===== src/design/assert_macros.svh =====
// Assertion macros used by the RTL.
`ifndef ASSERT_MACROS_SVH
`define ASSERT_MACROS_SVH

`ifndef NO_ASSERTIONS

// Check a condition at every clock edge outside reset.
`define MKD_ASSERT(label, cond, msg) \
    label: assert property (@(posedge clk) disable iff (!rst_n) (cond)) else $error(msg);

// Check that a condition implies another in the same cycle.
`define MKD_ASSERT_IMP(label, ante, cons, msg) \
    label: assert property (@(posedge clk) disable iff (!rst_n) (ante) |-> (cons)) \
        else $error(msg);

// Check that a condition implies another in the next cycle.
`define MKD_ASSERT_NEXT(label, ante, cons, msg) \
    label: assert property (@(posedge clk) disable iff (!rst_n) (ante) |=> (cons)) \
        else $error(msg);

`else

`define MKD_ASSERT(label, cond, msg)
`define MKD_ASSERT_IMP(label, ante, cons, msg)
`define MKD_ASSERT_NEXT(label, ante, cons, msg)

`endif

`endif


===== src/design/mkd_pkg.sv =====
package mkd_pkg;

    localparam int CFG_W = 16;
    localparam int CFG_INDEX_W = 2;
    localparam int KIND_W = 2;
    localparam int CODE_W = 7;

    localparam logic [CFG_W-1:0] DASH_TICKS_RESET = 16'd200;
    localparam logic [CFG_W-1:0] LETTER_TICKS_RESET = 16'd600;
    localparam logic [CFG_W-1:0] WORD_TICKS_RESET = 16'd1400;

    typedef enum logic [CFG_INDEX_W-1:0] {
        REG_DASH_TICKS = 2'd0,
        REG_LETTER_TICKS = 2'd1,
        REG_WORD_TICKS = 2'd2
    } cfg_reg_t;

    typedef enum logic [KIND_W-1:0] {
        EV_ELEMENT = 2'd0,
        EV_LETTER = 2'd1,
        EV_ERASE = 2'd2,
        EV_WORD = 2'd3
    } event_kind_t;

    typedef struct packed {
        event_kind_t kind;
        logic dash;
        logic [CODE_W-1:0] code;
    } result_t;

    typedef struct packed {
        logic [3:0] len;
        logic [7:0] bits;
        logic [CODE_W-1:0] code;
    } morse_entry_t;

    localparam logic [CODE_W-1:0] ERASE_CODE = 7'd8;
    localparam int TABLE_SIZE = 38;

    // first element is the most significant used bit, dash is 1
    localparam morse_entry_t CODE_TABLE [TABLE_SIZE] = '{
        '{4'd2, 8'd1, 7'h41}, '{4'd4, 8'd8, 7'h42}, '{4'd4, 8'd10, 7'h43},
        '{4'd3, 8'd4, 7'h44}, '{4'd1, 8'd0, 7'h45}, '{4'd4, 8'd2, 7'h46},
        '{4'd3, 8'd6, 7'h47}, '{4'd4, 8'd0, 7'h48}, '{4'd2, 8'd0, 7'h49},
        '{4'd4, 8'd7, 7'h4A}, '{4'd3, 8'd5, 7'h4B}, '{4'd4, 8'd4, 7'h4C},
        '{4'd2, 8'd3, 7'h4D}, '{4'd2, 8'd2, 7'h4E}, '{4'd3, 8'd7, 7'h4F},
        '{4'd4, 8'd6, 7'h50}, '{4'd4, 8'd13, 7'h51}, '{4'd3, 8'd2, 7'h52},
        '{4'd3, 8'd0, 7'h53}, '{4'd1, 8'd1, 7'h54}, '{4'd3, 8'd1, 7'h55},
        '{4'd4, 8'd1, 7'h56}, '{4'd3, 8'd3, 7'h57}, '{4'd4, 8'd9, 7'h58},
        '{4'd4, 8'd11, 7'h59}, '{4'd4, 8'd12, 7'h5A},
        '{4'd5, 8'd31, 7'h30}, '{4'd5, 8'd15, 7'h31}, '{4'd5, 8'd7, 7'h32},
        '{4'd5, 8'd3, 7'h33}, '{4'd5, 8'd1, 7'h34}, '{4'd5, 8'd0, 7'h35},
        '{4'd5, 8'd16, 7'h36}, '{4'd5, 8'd24, 7'h37}, '{4'd5, 8'd28, 7'h38},
        '{4'd5, 8'd30, 7'h39},
        '{4'd6, 8'd12, 7'h3F},
        '{4'd8, 8'd0, ERASE_CODE}
    };

endpackage


===== src/design/morse_key_decoder.sv =====
// Morse key decoder.
// The input channel (in_valid, in_stall, key_down) carries one sampled key
// level per word, one word per tick. The output channel (out_valid,
// out_stall, event_kind, element_dash, letter_code) carries events: an
// element (dot or dash) on each release, a letter or erase once the gap
// after the last release exceeds letter_ticks, if the symbol is in the table,
// and one word gap once it exceeds word_ticks. A tick gives at most one event.
// Each event is registered in the output word, or in the skid register.
// Throughput: one key sample per cycle while in_stall is low; the counters,
// symbol shift and code table lookup all settle before the output register.
// The write port (cfg_we, cfg_index, cfg_data) sets dash_ticks,
// letter_ticks and word_ticks; write it only while the decoder is idle.
// Reset loads the thresholds 200, 600 and 1400, clears the counters and the
// symbol, and empties the output.
// When the receiver stalls, the output word holds and one more event is
// caught in a skid register; in_stall rises only while that skid register
// is full.
`include "assert_macros.svh"

module morse_key_decoder #(
    parameter int COUNT_WIDTH = 16,
    parameter int MAX_ELEMENTS = 8
) (
    input  logic clk,
    input  logic rst_n,
    input  logic in_valid,
    output logic in_stall,
    input  logic key_down,
    output logic out_valid,
    input  logic out_stall,
    output logic [mkd_pkg::KIND_W-1:0] event_kind,
    output logic element_dash,
    output logic [mkd_pkg::CODE_W-1:0] letter_code,
    input  logic cfg_we,
    input  logic [mkd_pkg::CFG_INDEX_W-1:0] cfg_index,
    input  logic [mkd_pkg::CFG_W-1:0] cfg_data
);

    localparam int LEN_W = $clog2(MAX_ELEMENTS + 2);
    localparam int CMP_W = (COUNT_WIDTH > mkd_pkg::CFG_W) ? COUNT_WIDTH : mkd_pkg::CFG_W;
    localparam logic [LEN_W-1:0] LEN_MAX = LEN_W'(MAX_ELEMENTS);
    localparam logic [LEN_W-1:0] LEN_OVERFLOW = LEN_W'(MAX_ELEMENTS + 1);

    logic [mkd_pkg::CFG_W-1:0] dash_ticks_reg;
    logic [mkd_pkg::CFG_W-1:0] letter_ticks_reg;
    logic [mkd_pkg::CFG_W-1:0] word_ticks_reg;

    logic key_prev_reg, key_prev_next;
    logic [COUNT_WIDTH-1:0] hold_count_reg, hold_count_next;
    logic [COUNT_WIDTH-1:0] gap_count_reg, gap_count_next;
    logic [MAX_ELEMENTS-1:0] sym_bits_reg, sym_bits_next;
    logic [LEN_W-1:0] sym_len_reg, sym_len_next;
    logic letter_done_reg, letter_done_next;
    logic word_done_reg, word_done_next;

    logic out_valid_reg;
    mkd_pkg::result_t out_data_reg;
    logic skid_valid_reg;
    mkd_pkg::result_t skid_data_reg;

    logic in_fire;
    logic out_fire;
    logic release_tick;
    logic is_dash;
    logic [COUNT_WIDTH-1:0] gap_inc;
    logic lookup_hit;
    logic [mkd_pkg::CODE_W-1:0] lookup_code;
    logic res_valid;
    mkd_pkg::result_t res;

    assign in_stall = skid_valid_reg;
    assign in_fire = in_valid && !in_stall;
    assign out_fire = out_valid_reg && !out_stall;

    // configuration
    always_ff @(posedge clk or negedge rst_n)
    begin
        if (!rst_n)
        begin
            dash_ticks_reg <= mkd_pkg::DASH_TICKS_RESET;
            letter_ticks_reg <= mkd_pkg::LETTER_TICKS_RESET;
            word_ticks_reg <= mkd_pkg::WORD_TICKS_RESET;
        end
        else if (cfg_we)
        begin
            case (cfg_index)
                mkd_pkg::REG_DASH_TICKS: dash_ticks_reg <= cfg_data;
                mkd_pkg::REG_LETTER_TICKS: letter_ticks_reg <= cfg_data;
                mkd_pkg::REG_WORD_TICKS: word_ticks_reg <= cfg_data;
                default: ;
            endcase
        end
    end

    // code table lookup
    always_comb
    begin
        lookup_hit = 1'b0;
        lookup_code = '0;
        for (int i = 0; i < mkd_pkg::TABLE_SIZE; i++)
        begin
            if ((32'(sym_len_reg) == 32'(mkd_pkg::CODE_TABLE[i].len)) &&
                (32'(sym_bits_reg) == 32'(mkd_pkg::CODE_TABLE[i].bits)))
            begin
                lookup_hit = 1'b1;
                lookup_code = lookup_code | mkd_pkg::CODE_TABLE[i].code;
            end
        end
        if (sym_len_reg > LEN_MAX)
        begin
            lookup_hit = 1'b0;
        end
    end

    // decode one tick
    always_comb
    begin
        release_tick = !key_down && key_prev_reg;
        is_dash = CMP_W'(hold_count_reg) >= CMP_W'(dash_ticks_reg);
        gap_inc = (&gap_count_reg) ? gap_count_reg : gap_count_reg + 1'b1;

        key_prev_next = key_down;
        hold_count_next = hold_count_reg;
        gap_count_next = gap_count_reg;
        sym_bits_next = sym_bits_reg;
        sym_len_next = sym_len_reg;
        letter_done_next = letter_done_reg;
        word_done_next = word_done_reg;
        res_valid = 1'b0;
        res = '{kind: mkd_pkg::EV_ELEMENT, dash: 1'b0, code: '0};

        if (key_down && !key_prev_reg)
        begin
            hold_count_next = COUNT_WIDTH'(1);
        end
        else if (key_down && !(&hold_count_reg))
        begin
            hold_count_next = hold_count_reg + 1'b1;
        end

        if (release_tick)
        begin
            if (sym_len_reg < LEN_MAX)
            begin
                sym_bits_next = {sym_bits_reg[MAX_ELEMENTS-2:0], is_dash};
                sym_len_next = sym_len_reg + 1'b1;
            end
            else
            begin
                sym_len_next = LEN_OVERFLOW;
            end
            gap_count_next = '0;
            letter_done_next = 1'b0;
            word_done_next = 1'b0;
            res_valid = 1'b1;
            res.kind = mkd_pkg::EV_ELEMENT;
            res.dash = is_dash;
        end
        else
        begin
            gap_count_next = gap_inc;
            if (!word_done_reg)
            begin
                if (!letter_done_reg && (CMP_W'(gap_inc) > CMP_W'(letter_ticks_reg)))
                begin
                    sym_bits_next = '0;
                    sym_len_next = '0;
                    letter_done_next = 1'b1;
                    if (lookup_hit)
                    begin
                        res_valid = 1'b1;
                        if (lookup_code == mkd_pkg::ERASE_CODE)
                        begin
                            res.kind = mkd_pkg::EV_ERASE;
                        end
                        else
                        begin
                            res.kind = mkd_pkg::EV_LETTER;
                            res.code = lookup_code;
                        end
                    end
                end
                else if (CMP_W'(gap_inc) > CMP_W'(word_ticks_reg))
                begin
                    word_done_next = 1'b1;
                    res_valid = 1'b1;
                    res.kind = mkd_pkg::EV_WORD;
                end
            end
        end
    end

    // decoder state
    always_ff @(posedge clk or negedge rst_n)
    begin
        if (!rst_n)
        begin
            key_prev_reg <= 1'b0;
            hold_count_reg <= '0;
            gap_count_reg <= '0;
            sym_bits_reg <= '0;
            sym_len_reg <= '0;
            letter_done_reg <= 1'b1;
            word_done_reg <= 1'b1;
        end
        else if (in_fire)
        begin
            key_prev_reg <= key_prev_next;
            hold_count_reg <= hold_count_next;
            gap_count_reg <= gap_count_next;
            sym_bits_reg <= sym_bits_next;
            sym_len_reg <= sym_len_next;
            letter_done_reg <= letter_done_next;
            word_done_reg <= word_done_next;
        end
    end

    // output register and skid
    always_ff @(posedge clk or negedge rst_n)
    begin
        if (!rst_n)
        begin
            out_valid_reg <= 1'b0;
            skid_valid_reg <= 1'b0;
        end
        else if (skid_valid_reg)
        begin
            if (out_fire)
            begin
                skid_valid_reg <= 1'b0;
            end
        end
        else if (in_fire && res_valid)
        begin
            if (!out_valid_reg || out_fire)
            begin
                out_valid_reg <= 1'b1;
            end
            else
            begin
                skid_valid_reg <= 1'b1;
            end
        end
        else if (out_fire)
        begin
            out_valid_reg <= 1'b0;
        end
    end

    always_ff @(posedge clk)
    begin
        if (skid_valid_reg)
        begin
            if (out_fire)
            begin
                out_data_reg <= skid_data_reg;
            end
        end
        else if (in_fire && res_valid)
        begin
            if (!out_valid_reg || out_fire)
            begin
                out_data_reg <= res;
            end
            else
            begin
                skid_data_reg <= res;
            end
        end
    end

    assign out_valid = out_valid_reg;
    assign event_kind = out_data_reg.kind;
    assign element_dash = out_data_reg.dash;
    assign letter_code = out_data_reg.code;

    `MKD_ASSERT_IMP(a_skid_behind_out, skid_valid_reg, out_valid_reg, "skid full with empty output")
    `MKD_ASSERT(a_len_bound, sym_len_reg <= LEN_OVERFLOW, "symbol length out of range")
    `MKD_ASSERT_NEXT(a_release_clears_gap, in_fire && release_tick, gap_count_reg == '0 && !letter_done_reg, "release did not restart gap")
    `MKD_ASSERT_NEXT(a_event_shown, in_fire && res_valid, out_valid_reg, "event lost")

endmodule

===== config.mk =====
export PLATFORM = sky130hd
export DESIGN_NAME = morse_key_decoder
export DESIGN_NICKNAME = d
export VERILOG_FILES = /design/src/design/mkd_pkg.sv /design/src/design/morse_key_decoder.sv
export VERILOG_INCLUDE_DIRS = /design/src /design/src/design
export SDC_FILE = /design/constraint.sdc
export NUM_CORES = 1
export LEC_CHECK = 0
export BUFFER_PORTS_ARGS = -buffer_cell sky130_fd_sc_hd__buf_2
export CAP_MARGIN = 30
export CORE_MARGIN = 2
export CORE_UTILIZATION = 52
export CTS_CLUSTER_DIAMETER = 40
export CTS_CLUSTER_SIZE = 14
export DETAILED_ROUTE_END_ITERATION = 10
export PLACE_DENSITY = 0.69
export SKIP_LAST_GASP = 1
export SLEW_MARGIN = 40
export SYNTH_ARGS = -nofsm -noshare
export SYNTH_HDL_FRONTEND = slang
export SYNTH_SLANG_ARGS = --single-unit
export TNS_END_PERCENT = 30

===== constraint.sdc =====
create_clock -name clk -period 6.3 [get_ports clk]
set_input_delay 0 -clock clk [delete_from_list [all_inputs] [get_ports clk]]
set_output_delay 0 -clock clk [all_outputs]
set_load 0.01 [all_outputs]

==> results of run 1 <==
layout make-up:
class                           count  share of cell area
Clock buffer                       29              0.0656
Inverter                           62              0.0276
Timing Repair Buffer               70              0.0614
Tap cell                          180              0.0267
Multi-Input combinational cell    549               0.455
Sequential cell                   117               0.362
Clock inverter                      3             0.00178
power groups by stage:
stage / logic (uW) / clock network (uW) / registers, uW
2_1_floorplan: 303 / 0 / 922
3_3_place_gp: 399 / 0 / 940
3_5_place_dp: 414 / 0 / 947
4_1_cts: 433 / 931 / 936
5_1_grt: 496 / 966 / 949
6_report: 435 / 917 / 939
metrics by stage:
step / setup WS (ns) / instance area, sq um / utilization / hold slack (ns)
2_1_floorplan: 1.65 / 7250 / - / -0.296
3_3_place_gp: 1.55 / 7550 / 0.548 / -0.0405
3_5_place_dp: 1.29 / 7560 / 0.549 / -0.0205
4_1_cts: 1.24 / 8410 / 0.611 / 0.0723
5_1_grt: 0.774 / 8430 / 0.612 / 0.0998
6_report: 1.20 / 8430 / 0.612 / 0.0591
final timing paths:
path,startpoint,depth (start not counted),endpoint
max,gap_count_reg[3]$_DFFE_PN0P_,14,skid_data_reg[0]$_DFFE_PP_
min,rst_n,2,letter_ticks_reg[10]$_DFFE_PN0P_
max reg2reg,gap_count_reg[3]$_DFFE_PN0P_,14,skid_data_reg[0]$_DFFE_PP_
min reg2reg,letter_ticks_reg[12]$_DFFE_PN0P_,1,letter_ticks_reg[12]$_DFFE_PN0P_
max in group asynchronous,rst_n,3,sym_bits_reg[2]$_DFFE_PN0P_
min in group clk,cfg_we,4,dash_ticks_reg[14]$_DFFE_PN0P_
Yosys cell counts, drive strengths merged, types with 11 or more instances:
library cell   n  area, sq um
nand2         80          300
xor2          11         96.3
and3          13         81.3
nand4         12         75.1
nor2          43          161
a21oi         42          218
nand3         18         90.1
o21ai         59          295
nor3          17         90.1
a22o          11         96.3
mux2          42          473
dfstp         15          394
edfxtp        20          601
buf           12         68.8
clkbuf        22         82.6
ha            54          676
inv           62          233
dfrtp         82         2050
logic make-up after synthesis:
group                    after synthesis  share of synthesized area
XOR/XNOR                              20                     0.0241
AND/OR/NAND/NOR                      251                      0.176
multiplexers                          44                     0.0680
flip-flops                           117                      0.420
adder cells (fa/ha/maj)               54                     0.0931
AO/OA/AOI/OAI                        180                      0.166
buffers and inverters                 96                     0.0529
worst max-delay path: cells and delay by family (launching register included):
family | cells | cell delay [ns]
fa+ha+maj | 1 | 0.31
compound gates | 5 | 1.20
xor+xnor | 1 | 0.20
simple gates | 7 | 2.55
flops | 1 | 0.49
per-layer routing:
layer  up-vias  GRT usage
met2       166      0.418
met5         -          0
li1       2872          -
met3        35     0.0599
met4         0     0.0884
met1      2906      0.344
repair_timing:
item | 4_1_cts | 5_1_grt
gates resized for setup | 0 | 0
hold endpoints to repair | 83 | 0
hold buffers | 28 | 0
setup endpoints to repair | 0 | 0
==> run_results.csv, run 1 <==
group,metric,value,unit
sta,fin_crit,5.10,ns
power_and_ir_drop,power.share.clock,0.400,
sta,finalHoldViolations,0,
power_and_ir_drop,pwr-share-seq,0.410,
sta,grt_setup_unrepaired,"no",
sta,fin_worst_skew,0.00801,ns
sta,timing.fmax,196,MHz
detailed_routing,vias,5979,
setup_path,r2r_setup_slack,1.20,ns
detailed_routing,drt_pass1_iterations,4,
global_routing,track_usage,0.259,
placed_design,dp_hpwl,12500,um
detailed_routing,route.top_layer_used,"met4",
floorplan,rows,43,
sta,finalMaxSlewViolations,0,
clock_network,clock_latency,0.43,ns
finish,fin_cells,1010,
finish,mostFrequentLayoutCells,"80 x nand2_1, 79 x dfrtp_1, 62 x inv_1",
clock_network,clk_pin_slew_worst_paths,0.05,ns
setup_path,crit_slowest_cell,"or4_1",
finish,syn2layout_area_growth,16.2,%
power_and_ir_drop,intPower,1650,uW
synth,yosys_most_used_dff,"dfrtp_1",
power_and_ir_drop,vdd_drop_max,223,uV
setup_path,path_class,"reg -> reg",
sta,worst_pin_slew,0.785,ns
floorplan,initial_core_util,0.527,
detailed_routing,routedWlPerCell,17.8,um
detailed_routing,route.met2.wl,8550,um
power_and_ir_drop,power_switching,643,uW
finish,final_common_cell,"nand2_1",
global_routing,grt_max_degree,66,
power_and_ir_drop,p_sw_frac,0.281,
setup_path,crit_path_cell_trace,"and4_1 > nand4_1 > nor3_2 > nor2b_1 > nand3_1 > xnor2_1 > ha_1 > a41oi_1 > o21ai_1 > a21o_1 > o41a_1 > or4_1 > a31oi_1 > and3_1",
clock_network,post-cts-setup-buffers,0,
setup_path,end_kind,"register",
power_and_ir_drop,p_leak,0.00373,uW
power_and_ir_drop,finalPower,2290,uW
finish,drive_gt1_frac,0.171,
global_routing,grt_pass1_vias,5928,
global_routing,grt_pass1_wl,30000,um
synth,yosysWarnings,0,
floorplan,die_h,122,um
floorplan,die_w,122,um
finish,final_nets,895,
finish,seqCellArea,3050,sq um
setup_path,critPathLaunchType,"register",
finish,antenna-diode-count,0,
detailed_routing,wirelength_met1,8180,um
detailed_routing,vias_per_cell,5.92,
setup_path,cp_data_required_time,6.37,ns
detailed_routing,wl_met3,842,um
synth,syn_inst,762,
synth,ys_ff_latch,117,
finish,multiInputGateArea,3840,sq um
clock_network,cts_max_path_buffers,2,
floorplan,core,13800,sq um
global_routing,grt-ovfl-total,0,
detailed_routing,drtIter0Drc,468,
synth,synth_edf_count,20,
placed_design,port_buffers,35,
synth,avgSynthCellArea,9.52,sq um
detailed_routing,drcViolationCount,0,
sta,fin_crit_sh,0.809,
synth,ys_seq_area_frac,0.420,
placed_design,dp_cells,949,
job,drv_cap,0,
sta,setup_tns,0,ns
detailed_routing,routed_wl,18000,um
clock_network,cts.sinks,117,
clock_network,cts_buffers,17,
setup_path,slowest_delay,0.55,ns
placed_design,place.gp.congestion,0.913,
power_and_ir_drop,power.density_cell_area,272,nW/um^2
setup_path,arrival,5.17,ns
finish,n_fill_cell,1177,
worst_hold_path,holdCritPathClass,"in -> async",
synth,syn-num-nets,840,
sta,relSlewSlack,0.470,
detailed_routing,detail-route-antenna-nets,0,
synth,synthArstFlopShare,0.829,
global_routing,antenna_found_initial,0,
power_and_ir_drop,comb_power_share,0.190,
floorplan,io_pins,36,
clock_network,clockRootBuffer,"clkbuf_16",
clock_network,cts_tree,"yes",
clock_network,cts-htree-levels,4,
setup_path,crit_path_max_fanout,10,
floorplan,dieArea,14900,sq um
sta,setup_violations,0,
status,status,"finished, final reports clean",
synth,syn-cell-area,7250,sq um
synth,yosysUniqueCellTypes,75,
Power figures use the tool's default switching activity.
==> run 2: changes to the inputs <==
- clock period: 6.3 -> 5.2 ns (I/O delays scaled with it)
==> run 2 against run 1 <==
Compared with the run above: first-iteration DRC count decreased by 10%; die area stayed put; highest routed layer unchanged; power is 32% higher; critical endpoint unchanged; sequential share of layout area is 0.62 points lower; clock power is 48% higher; design area rose by 1.8%; sequential power grew 21%.
==> run_results.csv, run 2 (synthesized netlist as in run 1, its figures left out) <==
group,metric,value,unit
sta,finalHoldViolations,0,
setup_path,rr_worst_depth,16,
finish,final_common_cell,"nand2_1",
floorplan,core,13800,sq um
placed_design,dp_hpwl,12500,um
power_and_ir_drop,p_sw_frac,0.263,
finish,syn2layout_area_growth,18.2,%
clock_network,cts_buffers,17,
global_routing,grt_pass1_wl,29300,um
floorplan,initial_core_util,0.527,
global_routing,grt-ovfl-total,0,
setup_path,end_kind,"register",
placed_design,preCtsSetupSlack,0.0999,ns
setup_path,r2r_end,"skid_data_reg[0]$_DFFE_PP_",
power_and_ir_drop,p_leak,0.00380,uW
power_and_ir_drop,power.density_cell_area,352,nW/um^2
setup_path,r2r_setup_slack,0.32,ns
sta,fin_crit_sh,0.938,
clock_network,post-cts-setup-buffers,0,
power_and_ir_drop,pwr-share-seq,0.376,
power_and_ir_drop,vdd_drop_max,263,uV
detailed_routing,drt_pass1_iterations,5,
setup_path,crit_path_max_fanout,10,
sta,timing.fmax,205,MHz
power_and_ir_drop,power.share.clock,0.449,
power_and_ir_drop,comb_power_share,0.174,
sta,fin_worst_skew,0.00666,ns
setup_path,critPathLaunchType,"register",
detailed_routing,drtIter0Drc,421,
global_routing,busiest_layer,"met2",
floorplan,dieArea,14900,sq um
sta,setup_slack,0.324,ns
global_routing,grtUsageMet3,0.0398,
clock_network,clk_pin_slew_worst_paths,0.06,ns
clock_network,cts.sinks,117,
finish,fin_cells,1013,
job,drv_cap,0,
clock_network,cts-htree-levels,4,
global_routing,grt_pass1_vias,5753,
finish,mostFrequentLayoutCells,"80 x nand2_1, 79 x dfrtp_1, 62 x inv_1",
sta,setup_tns,0,ns
sta,relSlewSlack,0.494,
clock_network,clockRootBuffer,"clkbuf_16",
detailed_routing,routedWlPerCell,17.6,um
placed_design,place.gp.congestion,0.921,
sta,worst_pin_slew,0.749,ns
setup_path,crit_path_start,"gap_count_reg[0]$_DFFE_PN0P_",
floorplan,rows,43,
detailed_routing,vias_per_cell,5.90,
finish,n_fill_cell,1141,
setup_path,path_class,"reg -> reg",
clock_network,cts_max_path_buffers,2,
placed_design,dp_cells,952,
global_routing,grt_max_degree,66,
sta,finalMaxSlewViolations,0,
global_routing,use_met2,0.417,
sta,fin_crit,4.88,ns
power_and_ir_drop,intPower,2230,uW
sta,setup_violations,0,
worst_hold_path,worstHoldEndpoint,"dash_ticks_reg[10]$_DFFE_PN0P_",
worst_hold_path,min-delay-start,"cfg_index[0]",
floorplan,die_w,122,um
worst_hold_path,holdCritPathClass,"in -> reg",
clock_network,clock_latency,0.42,ns
detailed_routing,detail-route-antenna-nets,0,
sta,grt_setup_unrepaired,"no",
placed_design,port_buffers,35,
finish,drive_gt1_frac,0.181,
global_routing,track_usage,0.255,
finish,final_nets,898,
detailed_routing,vias,5980,
worst_hold_path,hold_depth,3,
clock_network,cts_tree,"yes",
global_routing,use_met1,0.344,
setup_path,arrival,4.97,ns
floorplan,die_h,122,um
status,status,"finished, final reports clean",
finish,antenna-diode-count,0,
detailed_routing,drcViolationCount,0,
setup_path,r2r_start,"gap_count_reg[0]$_DFFE_PN0P_",
power_and_ir_drop,power_switching,794,uW
setup_path,cp_data_required_time,5.30,ns
floorplan,io_pins,36,
global_routing,antenna_found_initial,0,
detailed_routing,routed_wl,17800,um
==> run 2: cell count changes in the layout (fill, tap and decap cells not counted), moves of 2 or more <==
cell	change
buf_4	+3
bufinv_16	+5
clkbuf_1	-4
clkinv_2	-2
==> run 2: area by class of cell <==
type | instances | area, sq um | area share
clock buffers | 25 | 527 | 0.0614
clock inverters | 7 | 163 | 0.0190
inverters | 62 | 233 | 0.0271
multi-input cells | 549 | 3840 | 0.448
flip-flops and latches | 117 | 3050 | 0.356
well taps | 180 | 225 | 0.0263
repair buffers | 73 | 541 | 0.0630
==> run 2: worst max path at each step <==
stage                                       endpoint  slack, ns  cells after the start
after floorplan               element_dash$_DFFE_PP_       0.55                     16
after global placement    skid_data_reg[2]$_DFFE_PP_       0.36                     16
after detailed placement  skid_data_reg[2]$_DFFE_PP_        0.1                     16
after CTS                 skid_data_reg[0]$_DFFE_PP_       0.06                     16
after global routing      skid_data_reg[0]$_DFFE_PP_       0.05                     16
final                     skid_data_reg[0]$_DFFE_PP_       0.32                     16
==> run 2: timing repair <==
| action | 4_1_cts | 5_1_grt |
|---|---|---|
| resized for setup | 0 | 2 |
| setup endpoints to repair | 0 | 20 |
| hold endpoints to repair | 83 | 0 |
| hold buffers | 28 | 0 |
==> run 2: routing by layer <==
metal	wire length, um	up-vias
met2	8560	173
met4	381	0
li1	-	2875
met3	726	29
met1	8140	2903
met5	0	-
==> run 2: power by group through the flow <==
stage / logic [uW] / clock network, uW / registers, uW
2_1_floorplan: 367 / 0 / 1120
3_3_place_gp: 481 / 0 / 1140
6_report: 527 / 1360 / 1140
5_1_grt: 596 / 1410 / 1150
3_5_place_dp: 500 / 0 / 1150
4_1_cts: 525 / 1370 / 1130
==> run 2: per-stage QoR <==
stage / hold WS [ns] / utilization / area (sq um) / power (uW)
finish: 0.00346 / 0.623 / 8580 / 3020
global route: 0.0528 / 0.623 / 8580 / 3160
CTS: 0.0262 / 0.621 / 8560 / 3020
detailed placement: -0.0216 / 0.551 / 7590 / 1650
global placement: -0.0367 / 0.550 / 7570 / 1620
floorplan: -0.296 / - / 7250 / 1480
==> run 2: worst max-delay path, cell delays in order, from the launching register on <==
cell and delay (ns):
dfrtp_1 0.43, ha_1 0.25, and2_1 0.21, nand4_1 0.18
nor3_2 0.07, buf_4 0.17, nor2b_1 0.28, nand4_1 0.23
xnor2_1 0.33, ha_1 0.32, a41oi_1 0.18, o21ai_1 0.10
a21o_1 0.20, o41a_1 0.47, or4_1 0.56, a31oi_1 0.21
and3_2 0.38
